File: src/sv/ette_pkg.sv
package ette_pkg;

  localparam int unsigned TOGGLE_COUNT = 32;
  localparam int unsigned TOG_W        = $clog2(TOGGLE_COUNT + 1);
  localparam int unsigned LAST_IDX     = TOGGLE_COUNT - 1;
  localparam int unsigned REST_MAX     = TOGGLE_COUNT - 3;

  // operation codes
  localparam logic [1:0] OP_RESTART = 2'd0;
  localparam logic [1:0] OP_CALIB   = 2'd1;
  localparam logic [1:0] OP_MEAS    = 2'd2;

  // configuration register indexes
  localparam logic [1:0] CFG_WIN_LEN  = 2'd0;
  localparam logic [1:0] CFG_PERCENT  = 2'd1;
  localparam logic [1:0] CFG_MIN_REST = 2'd2;

  localparam int unsigned CFG_IDX_W  = 2;
  localparam int unsigned CFG_DATA_W = 16;

  localparam logic [7:0]  WIN_LEN_RST  = 8'd55;
  localparam logic [6:0]  PERCENT_RST  = 7'd20;
  localparam logic [15:0] MIN_REST_RST = 16'd20;

  // x / 100 for 17-bit x: reciprocal estimate is exact or one too high
  localparam int unsigned DIV100_MUL = 1311;

  localparam int unsigned DIV_W     = 32;
  localparam int unsigned DIV_CNT_W = $clog2(DIV_W);

  typedef struct packed {
    logic [1:0]  operation;
    logic [9:0]  sample;
    logic [31:0] time_ms;
  } in_t;

  typedef struct packed {
    logic        note_on;
    logic [31:0] toggle_time_ms;
    logic [7:0]  toggle_index;
    logic        last;
    logic [30:0] tempo_ms;
    logic        tempo_valid;
  } out_t;

  typedef struct packed {
    logic clear_all;
    logic peak_upd;
    logic win_add;
    logic thr_ld;
    logic win_end;
    logic set_ref;
    logic start_pend;
    logic clr_pend;
    logic span_ld;
    logic rest_upd;
    logic div_start;
    logic emit;
  } cmd_t;

  typedef struct packed {
    logic [1:0] op;
    logic       finished;
    logic       win_done;
    logic       ref_set;
    logic       cur_state;
    logic       pending;
    logic       present;
    logic       is_last;
    logic       div_done;
    logic       out_free;
  } sts_t;

  function automatic logic [10:0] div100(input logic [16:0] x);
    logic [27:0] p;
    logic [10:0] q;
    logic [17:0] back;
    p    = 28'(x) * 28'(DIV100_MUL);
    q    = p[27:17];
    back = 18'(q) * 18'd100;
    if (back > 18'(x)) begin
      q = q - 11'd1;
    end
    return q;
  endfunction

endpackage

File: src/sv/envelope_toggle_tempo_estimator.sv
// Envelope toggle tempo estimator.
// Input channel (in_valid_i / in_stall_o / in_data_i): one beat per sample,
// carrying the operation (restart, calibration sample, measurement sample),
// the converter reading and its millisecond time stamp. Output channel
// (out_valid_o / out_stall_i / out_data_o): one beat per recorded toggle;
// the final toggle carries last and the averaged rest tempo.
// Restart, calibration and measurement samples that do not close a window
// leave the controller idle, and the next sample is taken in the following
// cycle. A sample that closes a window keeps the input stalled through the
// threshold divide, then the multiply and compare. A confirmed toggle then
// passes the rest span, rest sum and output load steps before its beat
// shows, the output load waiting for a free output register. The final
// toggle also runs the 32-step shift-subtract divider for the tempo.
// The output register holds a beat while out_stall_i is high; the next sample
// is still taken, and only a new toggle waits for the register to empty.
// Reset (rst_ni, asynchronous) clears control and toggle state and loads the
// defaults: window length 55, threshold 20 percent, minimum rest 20 ms.
// Configuration writes (cfg_we_i, cfg_idx_i, cfg_data_i) take effect at once.
module envelope_toggle_tempo_estimator import ette_pkg::*; (
  input  logic                  clk_i,
  input  logic                  rst_ni,
  input  logic                  in_valid_i,
  output logic                  in_stall_o,
  input  in_t                   in_data_i,
  output logic                  out_valid_o,
  input  logic                  out_stall_i,
  output out_t                  out_data_o,
  input  logic                  cfg_we_i,
  input  logic [CFG_IDX_W-1:0]  cfg_idx_i,
  input  logic [CFG_DATA_W-1:0] cfg_data_i
);

  cmd_t cmd;
  sts_t sts;

  ette_ctrl u_ctrl (
    .clk_i      (clk_i),
    .rst_ni     (rst_ni),
    .in_valid_i (in_valid_i),
    .in_stall_o (in_stall_o),
    .sts_i      (sts),
    .cmd_o      (cmd)
  );

  ette_dp u_dp (
    .clk_i       (clk_i),
    .rst_ni      (rst_ni),
    .in_data_i   (in_data_i),
    .cfg_we_i    (cfg_we_i),
    .cfg_idx_i   (cfg_idx_i),
    .cfg_data_i  (cfg_data_i),
    .cmd_i       (cmd),
    .sts_o       (sts),
    .out_valid_o (out_valid_o),
    .out_stall_i (out_stall_i),
    .out_data_o  (out_data_o)
  );

endmodule

File: src/sv/ette_div.sv
module ette_div import ette_pkg::*; (
  input  logic             clk_i,
  input  logic             rst_ni,
  input  logic             start_i,
  input  logic [DIV_W-1:0] dividend_i,
  input  logic [7:0]       divisor_i,
  output logic             done_o,
  output logic [DIV_W-1:0] quotient_o
);

  logic                 busy_q, busy_d;
  logic [DIV_CNT_W-1:0] cnt_q, cnt_d;
  logic [DIV_W-1:0]     quo_q, quo_d;
  logic [7:0]           rem_q, rem_d;
  logic [7:0]           dsr_q, dsr_d;
  logic [8:0]           rem_sh;
  logic                 fits;

  assign rem_sh = {rem_q, quo_q[DIV_W-1]};
  assign fits   = rem_sh >= {1'b0, dsr_q};
  assign done_o = busy_q && (cnt_q == DIV_CNT_W'(DIV_W - 1));
  assign quotient_o = quo_q;

  always_comb begin
    busy_d = busy_q;
    cnt_d  = cnt_q;
    quo_d  = quo_q;
    rem_d  = rem_q;
    dsr_d  = dsr_q;
    if (start_i) begin
      busy_d = 1'b1;
      cnt_d  = '0;
      quo_d  = dividend_i;
      rem_d  = '0;
      dsr_d  = divisor_i;
    end else if (busy_q) begin
      // one quotient bit per cycle, restoring
      quo_d = {quo_q[DIV_W-2:0], fits};
      rem_d = fits ? 8'(rem_sh - {1'b0, dsr_q}) : rem_sh[7:0];
      cnt_d = cnt_q + DIV_CNT_W'(1);
      if (done_o) begin
        busy_d = 1'b0;
      end
    end
  end

  always_ff @(posedge clk_i or negedge rst_ni) begin
    if (!rst_ni) begin
      busy_q <= 1'b0;
      cnt_q  <= '0;
    end else begin
      busy_q <= busy_d;
      cnt_q  <= cnt_d;
    end
  end

  always_ff @(posedge clk_i) begin
    quo_q <= quo_d;
    rem_q <= rem_d;
    dsr_q <= dsr_d;
  end

endmodule

File: src/sv/ette_dp.sv
module ette_dp import ette_pkg::*; (
  input  logic                  clk_i,
  input  logic                  rst_ni,
  input  in_t                   in_data_i,
  input  logic                  cfg_we_i,
  input  logic [CFG_IDX_W-1:0]  cfg_idx_i,
  input  logic [CFG_DATA_W-1:0] cfg_data_i,
  input  cmd_t                  cmd_i,
  output sts_t                  sts_o,
  output logic                  out_valid_o,
  input  logic                  out_stall_i,
  output out_t                  out_data_o
);

  logic [7:0]       wlen_q;
  logic [6:0]       pct_q;
  logic [15:0]      minr_q;
  logic [9:0]       peak_q;
  logic [17:0]      sum_q;
  logic [7:0]       cnt_q;
  logic             ref_q, cur_q, pend_q, fin_q, present_q;
  logic [31:0]      ptime_q, prev_q, t_q, span_q, rsum_q;
  logic [7:0]       rcnt_q;
  logic [TOG_W-1:0] k_q;
  logic [16:0]      prod_q;
  logic [10:0]      thr_q;
  logic             out_valid_q;
  out_t             out_q, out_d;

  logic [7:0]       len;
  logic [18:0]      lim;
  logic             rest_ok;
  logic [32:0]      rsum_add;
  logic             tempo_ok;
  logic             div_done;
  logic [DIV_W-1:0] quo;

  assign len      = (wlen_q == 8'd0) ? 8'd1 : wlen_q;
  assign lim      = 19'(len) * 19'(thr_q);
  assign rest_ok  = present_q && (k_q >= TOG_W'(1)) && (k_q <= TOG_W'(REST_MAX))
                    && (span_q > 32'(minr_q));
  assign rsum_add = {1'b0, rsum_q} + {1'b0, span_q};
  assign tempo_ok = sts_o.is_last && (rcnt_q != 8'd0);

  assign sts_o.op        = in_data_i.operation;
  assign sts_o.finished  = fin_q;
  assign sts_o.win_done  = ({1'b0, cnt_q} + 9'd1) >= {1'b0, len};
  assign sts_o.ref_set   = ref_q;
  assign sts_o.cur_state = cur_q;
  assign sts_o.pending   = pend_q;
  assign sts_o.present   = 19'(sum_q) > lim;
  assign sts_o.is_last   = k_q >= TOG_W'(LAST_IDX);
  assign sts_o.div_done  = div_done;
  assign sts_o.out_free  = !out_valid_q || !out_stall_i;

  ette_div u_div (
    .clk_i      (clk_i),
    .rst_ni     (rst_ni),
    .start_i    (cmd_i.div_start),
    .dividend_i (rsum_q),
    .divisor_i  (rcnt_q),
    .done_o     (div_done),
    .quotient_o (quo)
  );

  always_comb begin
    out_d.note_on        = present_q;
    out_d.toggle_time_ms = ptime_q;
    out_d.toggle_index   = 8'(k_q);
    out_d.last           = sts_o.is_last;
    out_d.tempo_ms       = '0;
    out_d.tempo_valid    = tempo_ok;
    if (tempo_ok) begin
      out_d.tempo_ms = quo[DIV_W-1] ? 31'h7FFF_FFFF : quo[30:0];
    end
  end

  always_ff @(posedge clk_i or negedge rst_ni) begin
    if (!rst_ni) begin
      wlen_q      <= WIN_LEN_RST;
      pct_q       <= PERCENT_RST;
      minr_q      <= MIN_REST_RST;
      peak_q      <= '0;
      sum_q       <= '0;
      cnt_q       <= '0;
      ref_q       <= 1'b0;
      cur_q       <= 1'b0;
      pend_q      <= 1'b0;
      ptime_q     <= '0;
      k_q         <= '0;
      prev_q      <= '0;
      rsum_q      <= '0;
      rcnt_q      <= '0;
      fin_q       <= 1'b0;
      out_valid_q <= 1'b0;
    end else begin
      if (cfg_we_i) begin
        case (cfg_idx_i)
          CFG_WIN_LEN:  wlen_q <= cfg_data_i[7:0];
          CFG_PERCENT:  pct_q  <= cfg_data_i[6:0];
          CFG_MIN_REST: minr_q <= cfg_data_i;
          default: ;
        endcase
      end
      if (cmd_i.clear_all) begin
        peak_q  <= '0;
        sum_q   <= '0;
        cnt_q   <= '0;
        ref_q   <= 1'b0;
        cur_q   <= 1'b0;
        pend_q  <= 1'b0;
        ptime_q <= '0;
        k_q     <= '0;
        prev_q  <= '0;
        rsum_q  <= '0;
        rcnt_q  <= '0;
        fin_q   <= 1'b0;
      end
      if (cmd_i.peak_upd && (in_data_i.sample > peak_q)) begin
        peak_q <= in_data_i.sample;
      end
      if (cmd_i.win_add) begin
        sum_q <= sum_q + 18'(in_data_i.sample);
        cnt_q <= cnt_q + 8'd1;
      end
      if (cmd_i.win_end) begin
        sum_q <= '0;
        cnt_q <= '0;
      end
      if (cmd_i.set_ref) begin
        ref_q <= 1'b1;
        cur_q <= sts_o.present;
      end
      if (cmd_i.start_pend) begin
        pend_q  <= 1'b1;
        ptime_q <= t_q;
      end
      if (cmd_i.clr_pend) begin
        pend_q <= 1'b0;
      end
      if (cmd_i.rest_upd && rest_ok) begin
        rsum_q <= rsum_add[32] ? 32'hFFFF_FFFF : rsum_add[31:0];
        rcnt_q <= rcnt_q + 8'd1;
      end
      if (cmd_i.emit) begin
        prev_q <= ptime_q;
        cur_q  <= present_q;
        pend_q <= 1'b0;
        k_q    <= k_q + TOG_W'(1);
        if (sts_o.is_last) begin
          fin_q <= 1'b1;
        end
      end
      // hold the beat until taken
      if (cmd_i.emit) begin
        out_valid_q <= 1'b1;
      end else if (!out_stall_i) begin
        out_valid_q <= 1'b0;
      end
    end
  end

  always_ff @(posedge clk_i) begin
    if (cmd_i.win_add) begin
      t_q    <= in_data_i.time_ms;
      prod_q <= 17'(peak_q) * 17'(pct_q);
    end
    if (cmd_i.thr_ld) begin
      thr_q <= div100(prod_q);
    end
    if (cmd_i.win_end) begin
      present_q <= sts_o.present;
    end
    if (cmd_i.span_ld) begin
      span_q <= ptime_q - prev_q;
    end
    if (cmd_i.emit) begin
      out_q <= out_d;
    end
  end

  assign out_valid_o = out_valid_q;
  assign out_data_o  = out_q;

endmodule

File: src/sv/ette_ctrl.sv
module ette_ctrl import ette_pkg::*; (
  input  logic clk_i,
  input  logic rst_ni,
  input  logic in_valid_i,
  output logic in_stall_o,
  input  sts_t sts_i,
  output cmd_t cmd_o
);

  typedef enum logic [7:0] {
    S_IDLE  = 8'b0000_0001,
    S_THR   = 8'b0000_0010,
    S_CMP   = 8'b0000_0100,
    S_SPAN  = 8'b0000_1000,
    S_REST  = 8'b0001_0000,
    S_DIVGO = 8'b0010_0000,
    S_DIV   = 8'b0100_0000,
    S_EMIT  = 8'b1000_0000
  } state_e;

  state_e state_q, state_d;
  logic   accept;

  assign in_stall_o = (state_q != S_IDLE);
  assign accept     = in_valid_i && (state_q == S_IDLE);

  always_comb begin
    state_d = state_q;
    cmd_o   = '0;
    case (state_q)
      S_IDLE: begin
        if (accept) begin
          case (sts_i.op)
            OP_RESTART: cmd_o.clear_all = 1'b1;
            OP_CALIB:   cmd_o.peak_upd  = 1'b1;
            OP_MEAS: begin
              if (!sts_i.finished) begin
                cmd_o.win_add = 1'b1;
                if (sts_i.win_done) begin
                  state_d = S_THR;
                end
              end
            end
            default: ;
          endcase
        end
      end
      S_THR: begin
        cmd_o.thr_ld = 1'b1;
        state_d      = S_CMP;
      end
      S_CMP: begin
        cmd_o.win_end = 1'b1;
        state_d       = S_IDLE;
        if (!sts_i.ref_set) begin
          cmd_o.set_ref = 1'b1;
        end else if (sts_i.present != sts_i.cur_state) begin
          if (!sts_i.pending) begin
            cmd_o.start_pend = 1'b1;
          end else begin
            state_d = S_SPAN;
          end
        end else begin
          cmd_o.clr_pend = 1'b1;
        end
      end
      S_SPAN: begin
        cmd_o.span_ld = 1'b1;
        state_d       = S_REST;
      end
      S_REST: begin
        cmd_o.rest_upd = 1'b1;
        state_d        = sts_i.is_last ? S_DIVGO : S_EMIT;
      end
      S_DIVGO: begin
        cmd_o.div_start = 1'b1;
        state_d         = S_DIV;
      end
      S_DIV: begin
        if (sts_i.div_done) begin
          state_d = S_EMIT;
        end
      end
      S_EMIT: begin
        // wait for the output register to free up
        if (sts_i.out_free) begin
          cmd_o.emit = 1'b1;
          state_d    = S_IDLE;
        end
      end
      default: state_d = S_IDLE;
    endcase
  end

  always_ff @(posedge clk_i or negedge rst_ni) begin
    if (!rst_ni) begin
      state_q <= S_IDLE;
    end else begin
      state_q <= state_d;
    end
  end

endmodule
File: config.mk
export PLATFORM = sky130hd
export DESIGN_NAME = envelope_toggle_tempo_estimator
export DESIGN_NICKNAME = d
export VERILOG_FILES = /design/src/sv/ette_pkg.sv /design/src/sv/envelope_toggle_tempo_estimator.sv /design/src/sv/ette_div.sv /design/src/sv/ette_dp.sv /design/src/sv/ette_ctrl.sv
export SDC_FILE = /design/constraint.sdc
export NUM_CORES = 1
export LEC_CHECK = 0
export BUFFER_PORTS_ARGS = -buffer_cell sky130_fd_sc_hd__buf_2
export CAP_MARGIN = 20
export CORE_MARGIN = 3
export CORE_UTILIZATION = 60
export DETAILED_ROUTE_END_ITERATION = 10
export HOLD_SLACK_MARGIN = 0.06
export PLACE_DENSITY = 0.79
export SLEW_MARGIN = 20
export SYNTH_ARGS = -nofsm -noshare
export SYNTH_HDL_FRONTEND = slang
export SYNTH_HIERARCHICAL = 1
export SYNTH_SLANG_ARGS = --single-unit
export TNS_END_PERCENT = 5
File: constraint.sdc
create_clock -name clk_i -period 15.88 [get_ports clk_i]
set_input_delay 4.764 -clock clk_i [delete_from_list [all_inputs] [get_ports clk_i]]
set_output_delay 4.764 -clock clk_i [all_outputs]
set_load 0.05 [all_outputs]
Word level (Yosys, flattened, before mapping)
Cells that the tools add are included.
Operators by class
  $add $sub $neg: 10
  multipliers: 4
  magnitude comparators: 9
  equality and inequality tests: 22
  multiplexer cells: 68
  reduce and logical (&&, ||, !) cells: 28
Operators with widths (count)
  32-bit two-way mux: 7
  8-bit two-way mux: 14
  8-bit one-hot mux with 8 select lines: 1
  18-bit two-way mux: 3
  32-bit by 32-bit adder with 33-bit output: 1
  32-bit by 16-bit > comparator with 1-bit output: 1
  32-bit subtractor: 1
  31-bit two-way mux: 1
  1-bit two-way mux: 29
  17-bit by 11-bit multiplier with 28-bit output (second input constant): 1
  10-bit two-way mux: 2
  18-bit by 19-bit > comparator with 1-bit output: 1
  8-bit by 11-bit multiplier with 19-bit output: 1
  18-bit by 10-bit adder with 18-bit output: 1
  9-bit by 8-bit greater-or-equal comparator with 1-bit output: 2
  18-bit by 17-bit > comparator with 1-bit output: 1
  10-bit by 7-bit multiplier with 17-bit output: 1
  8-bit by 1-bit adder with 8-bit output (second input constant): 2
  11-bit by 5-bit multiplier with 16-bit output (second input constant): 1
  4-bit two-way mux: 3
  6-bit two-way mux: 2
  2-bit nonzero test: 6
  11-bit two-way mux: 1
  11-bit by 1-bit subtractor with 11-bit output (second input constant): 1
  other kinds (36): 57
Word-level totals
  register bits: 409
  input bits: 67
  output and inout port bits: 76
  logic and storage cells: 174

Depth between registers and ports, before layout
Gate-level depths: netlist (run 1).
  word-level depth: 11
  depth in mapped cells: 42
  mapped depth without buffers: 42

By module
The synthesis (run 1) kept the hierarchy.
Modules (own cells, without submodules)
  ette_dp: instances 1, cells an instance 2746, area an instance 27925.5 µm², seq. area each 9520.4 µm²
  ette_div: instances 1, cells an instance 215, area an instance 2687.6 µm², seq. area each 1511.4 µm²
  ette_ctrl: instances 1, cells an instance 71, area an instance 615.6 µm², seq. area each 201.4 µm²

Worst setup path before layout (run 1)
No wires, ideal clock.
  kind: input-to-reg
  start: input port out_stall_i
  end: register u_dp.k_q[5]
  setup time: 0.140 ns
  arrival: 14.315 ns
  required time: 15.740 ns
  setup slack: 1.426 ns
  cell stages on the path: 5
  path buffers: 0
  path through: nand2_1 -> nor4b_1 -> nand4_1 -> o211ai_1 -> o31ai_1
RTL lines
  from (decl): RTL line envelope_toggle_tempo_estimator.sv:26  | input logic out_stall_i,
  to (signal assigned): RTL line ette_dp.sv:149  | k_q <= k_q + TOG_W'(1);
  to (decl): RTL line ette_dp.sv:24  | logic [TOG_W-1:0] k_q;

Worst setup path after layout (run 1)
  start: register u_dp.prod_q[5]
  end: register u_dp.thr_q[10] (data pin)
Between the ends
  cells in the longest elaborated chain, start to end: 4
  elaborated cells on any way between the ends: 5
  classes of those cells: 1 x add/sub; 2 x mul; 1 x order compare; 1 x mux
Ends and longest elaborated chain
  from (decl): RTL line ette_dp.sv:25  | logic [16:0] prod_q;
  from (signal assigned): RTL line ette_dp.sv:166  | prod_q <= 17'(peak_q) * 17'(pct_q);
  17-bit by 11-bit multiplier with 28-bit output: RTL line ette_pkg.sv:78  | p = 28'(x) * 28'(DIV100_MUL);
  11-bit by 5-bit multiplier with 16-bit output: RTL line ette_pkg.sv:80  | back = 18'(q) * 18'd100;
  18-bit by 17-bit > comparator with 1-bit output: RTL line ette_pkg.sv:81  | if (back > 18'(x)) begin
  11-bit two-way mux (*): RTL line ette_pkg.sv:81
  to (signal assigned): RTL line ette_dp.sv:169  | thr_q <= div100(prod_q);
  to (decl): RTL line ette_dp.sv:26  | logic [10:0] thr_q;
Every way passes the cells marked *; elsewhere a longest branch is shown, timed or not.
A chain may end at the register's enable or synchronous reset.

==> reports/metrics.csv, run 1 <==
stage,metric,value,unit
layout,final core occ,0.673,
detailed_routing,Vias/cell,5.85,
setup_path,Critical Path Most Common Cell,inv_1,
clock_tree,CTS tree,yes,
setup_path,WP data required,16.20,ns
yosys,syn avg cell area,10.3,um^2
layout,Area Overhead vs Synth,9.43,%
clock_tree,deepest level of the CTS H-tree,2,
yosys,Synthesis Warnings,6,
floorplanning,DIE WIDTH,234,um
clock_tree,Max clock buf depth,3,
setup_path,CP max stage cell,fa_1,
sta,Least-Margin Pin Slew,1.07,ns
detailed_routing,DR pass1 iterations,5,
setup_path,Worst Path Max Fanout,6,
sta,RSZ-0062 raised after global routing,false,
clock_tree,CTS Hold Bufs,0,
setup_path,critical path arrival,10.36,ns
setup_path,CP startpoint,u_dp/prod_q[5]$_DFFE_PP_,
sta,Final Hold Vio Count,0,
sta,Max-slew headroom,0.286,
clock_tree,Clock Latency Late Sink,0.60,ns
detailed_routing,initial drt markers,1749,
setup_path,critical path endpoint category,flop,
clock_tree,post-CTS setup buffer count,0,
sta,FMAX,0.0997,GHz
detailed_routing,DRC viols,0,
layout,FILL cells,3839,
global_route,largest net degree at the start of global routing,93,
setup_path,worst reg2reg setup slack,5.85,ns
sta,final slew viol count,0,
yosys,predominant post-synthesis flop cell,edfxtp_1,
yosys,Post-synth EDFFs,205,
global_route,Total GRT Usage,0.269,
sta,Tmin final,10.03,ns
setup_path,Critical Path Max Stage Delay,0.52,ns
yosys,"FFs w/ async S/R, synth",0.479,
setup_path,RR Endpoint,u_dp/thr_q[10]$_DFFE_PP_,
run,MaxCap Viol Count,0,
detailed_routing,DR WL/cell,18.8,um
placed_design,RD Place Congestion,0.954,
min_path,hold path depth,2,
min_path,Worst Hold Launch,u_dp/t_q[12]$_DFFE_PP_,
sta,final setup violating endpoints,0,
yosys,synth unique cells,102,
sta,Setup TNS,0,ns
sta,period utilization,0.632,
floorplanning,Core Region,50800,um^2
setup_path,Reg2Reg Depth,40,
floorplanning,Top Ports,143,
placed_design,I/O Buffers,140,
floorplanning,Rows,82,
detailed_routing,remaining antenna violation count,0,
global_route,vias in the first global route,22400,
min_path,WHS Endpoint,u_dp/ptime_q[12]$_DFFE_PN0P_,
detailed_routing,vias,22500,
clock_tree,post-CTS sizing,0,
min_path,Worst Hold Class,reg -> reg,
clock_tree,CTS buffer count,45,
yosys,#FFs+latches synth,409,
layout,Final Net Count,3757,
floorplanning,initial core utilization,0.615,
setup_path,CP Class,reg -> reg,
setup_path,Critical Path Source Type,flop,
clock_tree,Worst-path clk slew,0.06,ns
global_route,first-pass GRT wire length,118000,um
yosys,post-synthesis sequential area ratio,0.360,
clock_tree,clk sinks,409,
sta,clock skew,0.0310,ns
yosys,synthesized netlist cell count,3032,
outcome,status,completed,
layout,ratio of cells with drive above 1 in the final layout,0.110,
sta,Hold Slack,0.457,ns
floorplanning,die area,54800,um^2
global_route,initial antenna violation count,2,
placed_design,hpwl dp,54800,um
yosys,Post-Syn Area,31200,um^2
detailed_routing,Routed Wire Length,72300,um
floorplanning,die height,234,um
clock_tree,CTS root buf,clkbuf_16,
setup_path,RR Startpoint,u_dp/prod_q[5]$_DFFE_PP_,
global_route,grt total ovfl,0,
==> metal layers <==
metal	vias to the layer above	global-route usage	wire length, um
li1	10700	-	-
met1	11000	0.404	33800
met2	666	0.409	32200
met3	103	0.0442	4720
met4	0	0.0647	1550
met5	-	0	0
==> worst max path at each step <==
stage	slack, ns	cells past startpoint	endpoint
after floorplan	1.43	5	u_dp/k_q[5]$_DFFE_PN0P_
after global placement	6.07	40	u_dp/thr_q[10]$_DFFE_PP_
after detailed placement	5.87	40	u_dp/thr_q[10]$_DFFE_PP_
after CTS	5.82	40	u_dp/thr_q[10]$_DFFE_PP_
after global routing	5.14	40	u_dp/thr_q[10]$_DFFE_PP_
final	5.85	40	u_dp/thr_q[10]$_DFFE_PP_
==> flip-flops by register name, summed over array words and instances (netlist names), 10 cells and up <==
signal	flops
u_dp/thr_q	11
u_dp/prev_q	32
u_dp/t_q	32
u_dp/sum_q	18
u_dp/rsum_q	32
u_dp/span_q	32
u_dp/prod_q	17
u_dp/ptime_q	32
u_dp/peak_q	10
u_dp/u_div/quotient_o	32
u_dp/out_data_o	72
u_dp/minr_q	16
==> final cells by class <==
| type | count | area [um^2] | area share |
|---|---|---|---|
| Multi-Input combinational cell | 2135 | 18200 | 0.532 |
| Sequential cell | 409 | 11200 | 0.329 |
| Inverter | 392 | 1470 | 0.0431 |
| Clock buffer | 63 | 1210 | 0.0356 |
| Timing Repair Buffer | 159 | 852 | 0.0249 |
| Tap cell | 672 | 841 | 0.0246 |
| Clock inverter | 21 | 383 | 0.0112 |
| Antenna cell | 3 | 7.51 | 0.000220 |
==> critical path, delay by kind of cell (launching register included) <==
kind	cells	cell delay (ns)
AO/OA/AOI/OAI	11	2.50
XOR/XNOR	3	0.60
adder cells (fa/ha/maj)	11	4.07
buffers and inverters	8	0.79
flip-flops	1	0.45
AND/OR/NAND/NOR	7	1.36
==> logic make-up after synthesis <==
family | after synthesis | synth area share
multiplexers | 76 | 0.0271
flip-flops | 409 | 0.360
AO/OA/AOI/OAI | 648 | 0.138
other | 1 | 0.000120
buffers and inverters | 489 | 0.0606
XOR/XNOR | 136 | 0.0386
adder cells (fa/ha/maj) | 548 | 0.260
AND/OR/NAND/NOR | 725 | 0.116
==> placed cells by master, fill, tap and decap left out, drive strengths merged, types with 104 or more instances in the layout <==
cell,Yosys,layout
edfxtp,205,205
nand2,272,272
fa,169,169
o21ai,170,170
a21oi,130,130
nor2,104,104
ha,379,379
inv,391,396
dfrtp,186,186
buf,20,158
==> per-stage QoR <==
| step | instance area [um^2] | setup slack, ns | cells |
|---|---|---|---|
| after CTS | 34200 | 5.82 | 3851 |
| final | 34200 | 5.85 | 3854 |
| after global placement | 32600 | 6.07 | 3767 |
| after floorplan | 31200 | 1.43 | 3033 |
| after global routing | 34200 | 5.14 | 3851 |
| after detailed placement | 32600 | 5.87 | 3767 |
==> synth_stat cells (73+ instances only) <==
cell type,instances,area (um^2)
nor2_1,104,390
ha_1,379,4740
inv_1,390,1460
o21ai_0,167,836
nand2_1,271,1020
dfrtp_1,186,4650
a21o_1,73,548
a21oi_1,127,636
xnor2_1,88,771
edfxtp_1,205,6160
clkbuf_1,76,285
fa_1,169,3380
Power of run 1 is not shown: default switching activity piles up to over one toggle a cycle in this logic, so the estimate is an artifact.
==> run 2, diff against run 1 <==
--- a/config.mk
+++ b/config.mk
@@ -5,10 +5,11 @@
 export SDC_FILE = /design/constraint.sdc
 export NUM_CORES = 1
 export LEC_CHECK = 0
+export ABC_AREA = 1
 export BUFFER_PORTS_ARGS = -buffer_cell sky130_fd_sc_hd__buf_2
 export CAP_MARGIN = 20
 export CORE_MARGIN = 3
-export CORE_UTILIZATION = 60
+export CORE_UTILIZATION = 57
 export DETAILED_ROUTE_END_ITERATION = 10
 export HOLD_SLACK_MARGIN = 0.06
 export PLACE_DENSITY = 0.79
==> constraint.sdc (replaced) <==
create_clock -name clk_i -period 8.8 [get_ports clk_i]
set_input_delay 2.64 -clock clk_i [delete_from_list [all_inputs] [get_ports clk_i]]
set_output_delay 2.64 -clock clk_i [all_outputs]
set_load 0.05 [all_outputs]
==> reports/metrics.csv, run 2 <==
stage,metric,value,unit
outcome,status,completed,
setup_path,CP startpoint,u_dp/prod_q[11]$_DFFE_PP_,
layout,register area,11200,um^2
setup_path,RR Endpoint,u_dp/thr_q[10]$_DFFE_PP_,
clock_tree,CTS tree,yes,
setup_path,RR Startpoint,u_dp/prod_q[11]$_DFFE_PP_,
clock_tree,CTS buffer count,44,
sta,FMAX,0.122,GHz
yosys,area share of the largest cell type after synthesis,0.192,
layout,Area Overhead vs Synth,9.26,%
yosys,post-synth top area cell,edfxtp_1,
sta,Setup TNS,0,ns
sta,period utilization,0.933,
yosys,predominant post-synthesis flop cell,edfxtp_1,
yosys,synth unique cells,63,
clock_tree,Max clock buf depth,3,
detailed_routing,Vias/cell,5.38,
floorplanning,initial core utilization,0.579,
setup_path,crit path capture,u_dp/thr_q[10]$_DFFE_PP_,
layout,"commonest non-fill, non-tap cells in the layout","838 x nand2_1, 683 x inv_1, 377 x ha_1",
setup_path,critical path arrival,8.54,ns
yosys,Synthesis Warnings,6,
floorplanning,DIE WIDTH,243,um
layout,max FFs per register,72,
sta,Max-slew headroom,0.386,
yosys,syn avg cell area,8.57,um^2
clock_tree,clk sinks,409,
placed_design,hpwl dp,57700,um
setup_path,CP Class,reg -> reg,
clock_tree,CTS root buf,clkbuf_16,
global_route,first-pass GRT wire length,122000,um
yosys,synthesized netlist cell count,3741,
floorplanning,Rows,86,
layout,ant diodes,0,
detailed_routing,DR pass1 iterations,7,
floorplanning,Top Ports,143,
clock_tree,CTS Hold Bufs,0,
min_path,Worst Hold Class,reg -> reg,
global_route,largest net degree at the start of global routing,72,
layout,ratio of cells with drive above 1 in the final layout,0.0846,
yosys,ranking of synthesized cells by area,"edfxtp_1 19%, ha_1 15%, dfrtp_1 15%",
sta,final slew viol count,0,
setup_path,Reg2Reg Depth,44,
sta,clock skew,0.0288,ns
floorplanning,die area,59100,um^2
setup_path,Critical Path Source Type,flop,
layout,multi-input logic area,17800,um^2
setup_path,worst reg2reg setup slack,0.59,ns
setup_path,critical path endpoint category,flop,
detailed_routing,remaining antenna violation count,0,
global_route,initial antenna violation count,1,
detailed_routing,DRC viols,0,
detailed_routing,DR WL/cell,15.9,um
yosys,Post-synth EDFFs,205,
setup_path,WP data required,9.13,ns
global_route,Total GRT Usage,0.254,
layout,"most common cell after layout, fill and taps aside",nand2_1,
setup_path,Critical Path Max Stage Delay,0.55,ns
sta,Least-Margin Pin Slew,0.916,ns
sta,final setup violating endpoints,0,
sta,Final Worst Setup Slack,0.589,ns
global_route,vias in the first global route,24300,
setup_path,Critical Path Most Common Cell,nand2_1,
yosys,#FFs+latches synth,409,
placed_design,RD Place Congestion,0.934,
floorplanning,die height,243,um
setup_path,Worst Path Max Fanout,6,
yosys,Commonest cells post-synth,"840 x nand2_1, 684 x inv_1, 379 x ha_1",
yosys,post-synthesis sequential area ratio,0.350,
detailed_routing,Routed Wire Length,73700,um
sta,Final Hold Vio Count,0,
placed_design,I/O Buffers,140,
clock_tree,Worst-path clk slew,0.06,ns
clock_tree,Clock Latency Late Sink,0.59,ns
clock_tree,deepest level of the CTS H-tree,2,
yosys,"FFs w/ async S/R, synth",0.479,
detailed_routing,initial drt markers,1917,
yosys,Post-Syn Area,32100,um^2
detailed_routing,vias,25000,
yosys,"count leader, synth",nand2_1,
placed_design,Post-Place Worst Slack,0.465,ns
layout,FILL cells,4500,
sta,Tmin final,8.21,ns
sta,RSZ-0062 raised after global routing,true,
run,MaxCap Viol Count,0,
layout,Final Net Count,4480,
floorplanning,Core Region,55400,um^2
global_route,grt total ovfl,0,
setup_path,CP max stage cell,fa_1,
run 2: through the flow:
step                      utilization  hold WS [ns]  cells  cell area (um^2)
after floorplan                     -         0.425   3742             32100
after global placement          0.604         0.440   4553             33400
after detailed placement        0.604         0.442   4553             33400
after CTS                       0.630         0.456   4635             34900
after global routing            0.632         0.482   4649             35000
final                           0.632         0.451   4649             35000
run 2: routing by layer:
metal / up-vias / global-route usage / part of all wire
met5: - / 0 / 0
met4: 0 / 0.0793 / 0.031
met3: 148 / 0.0496 / 0.076
met2: 800 / 0.397 / 0.44
met1: 11800 / 0.359 / 0.45
li1: 12300 / - / -
run 2: what timing repair did:
action | CTS | global route
resized for setup | 0 | 7
buffers inserted | 0 | 14
setup endpoints to repair | 0 | 11
run 2: how the worst min path moves through the flow:
| stage | startpoint | end | cells past startpoint |
|---|---|---|---|
| after floorplan | u_dp/ptime_q[0]$_DFFE_PN0P_ | u_dp/out_data_o[41]$_DFFE_PP_ | 0 |
| after global placement | u_dp/t_q[16]$_DFFE_PP_ | u_dp/ptime_q[16]$_DFFE_PN0P_ | 2 |
| after detailed placement | u_dp/t_q[19]$_DFFE_PP_ | u_dp/ptime_q[19]$_DFFE_PN0P_ | 2 |
| after CTS | u_dp/t_q[5]$_DFFE_PP_ | u_dp/ptime_q[5]$_DFFE_PN0P_ | 2 |
| after global routing | u_dp/t_q[0]$_DFFE_PP_ | u_dp/ptime_q[0]$_DFFE_PN0P_ | 2 |
| final | u_dp/t_q[2]$_DFFE_PP_ | u_dp/ptime_q[2]$_DFFE_PN0P_ | 2 |
run 2: cell families (layout without fill, tap and decap cells):
family,Yosys count,in the layout,synth area share
XOR/XNOR,119,119,0.0334
buffers and inverters,795,954,0.0952
adder cells (fa/ha/maj),548,548,0.253
AND/OR/NAND/NOR,1371,1371,0.180
AO/OA/AOI/OAI,498,498,0.0874
flip-flops,409,409,0.350
other,1,2,0.000117
run 2: worst max-delay path: cells and delay by family, from the launching register on:
kind,cells,cell delay [ns]
flops,1,0.53
xor+xnor,1,0.19
compound gates,4,0.76
buf+inv,8,0.49
fa+ha+maj,11,4.44
simple gates,20,1.55
run 2: cell type report:
class                           count  share of cell area
Timing Repair Buffer              172              0.0271
Sequential cell                   409               0.321
Clock inverter                     26             0.00864
Clock buffer                       56              0.0327
Inverter                          700              0.0750
Multi-Input combinational cell   2538               0.509
Tap cell                          748              0.0267
Power of run 2 is left out for the same reason.
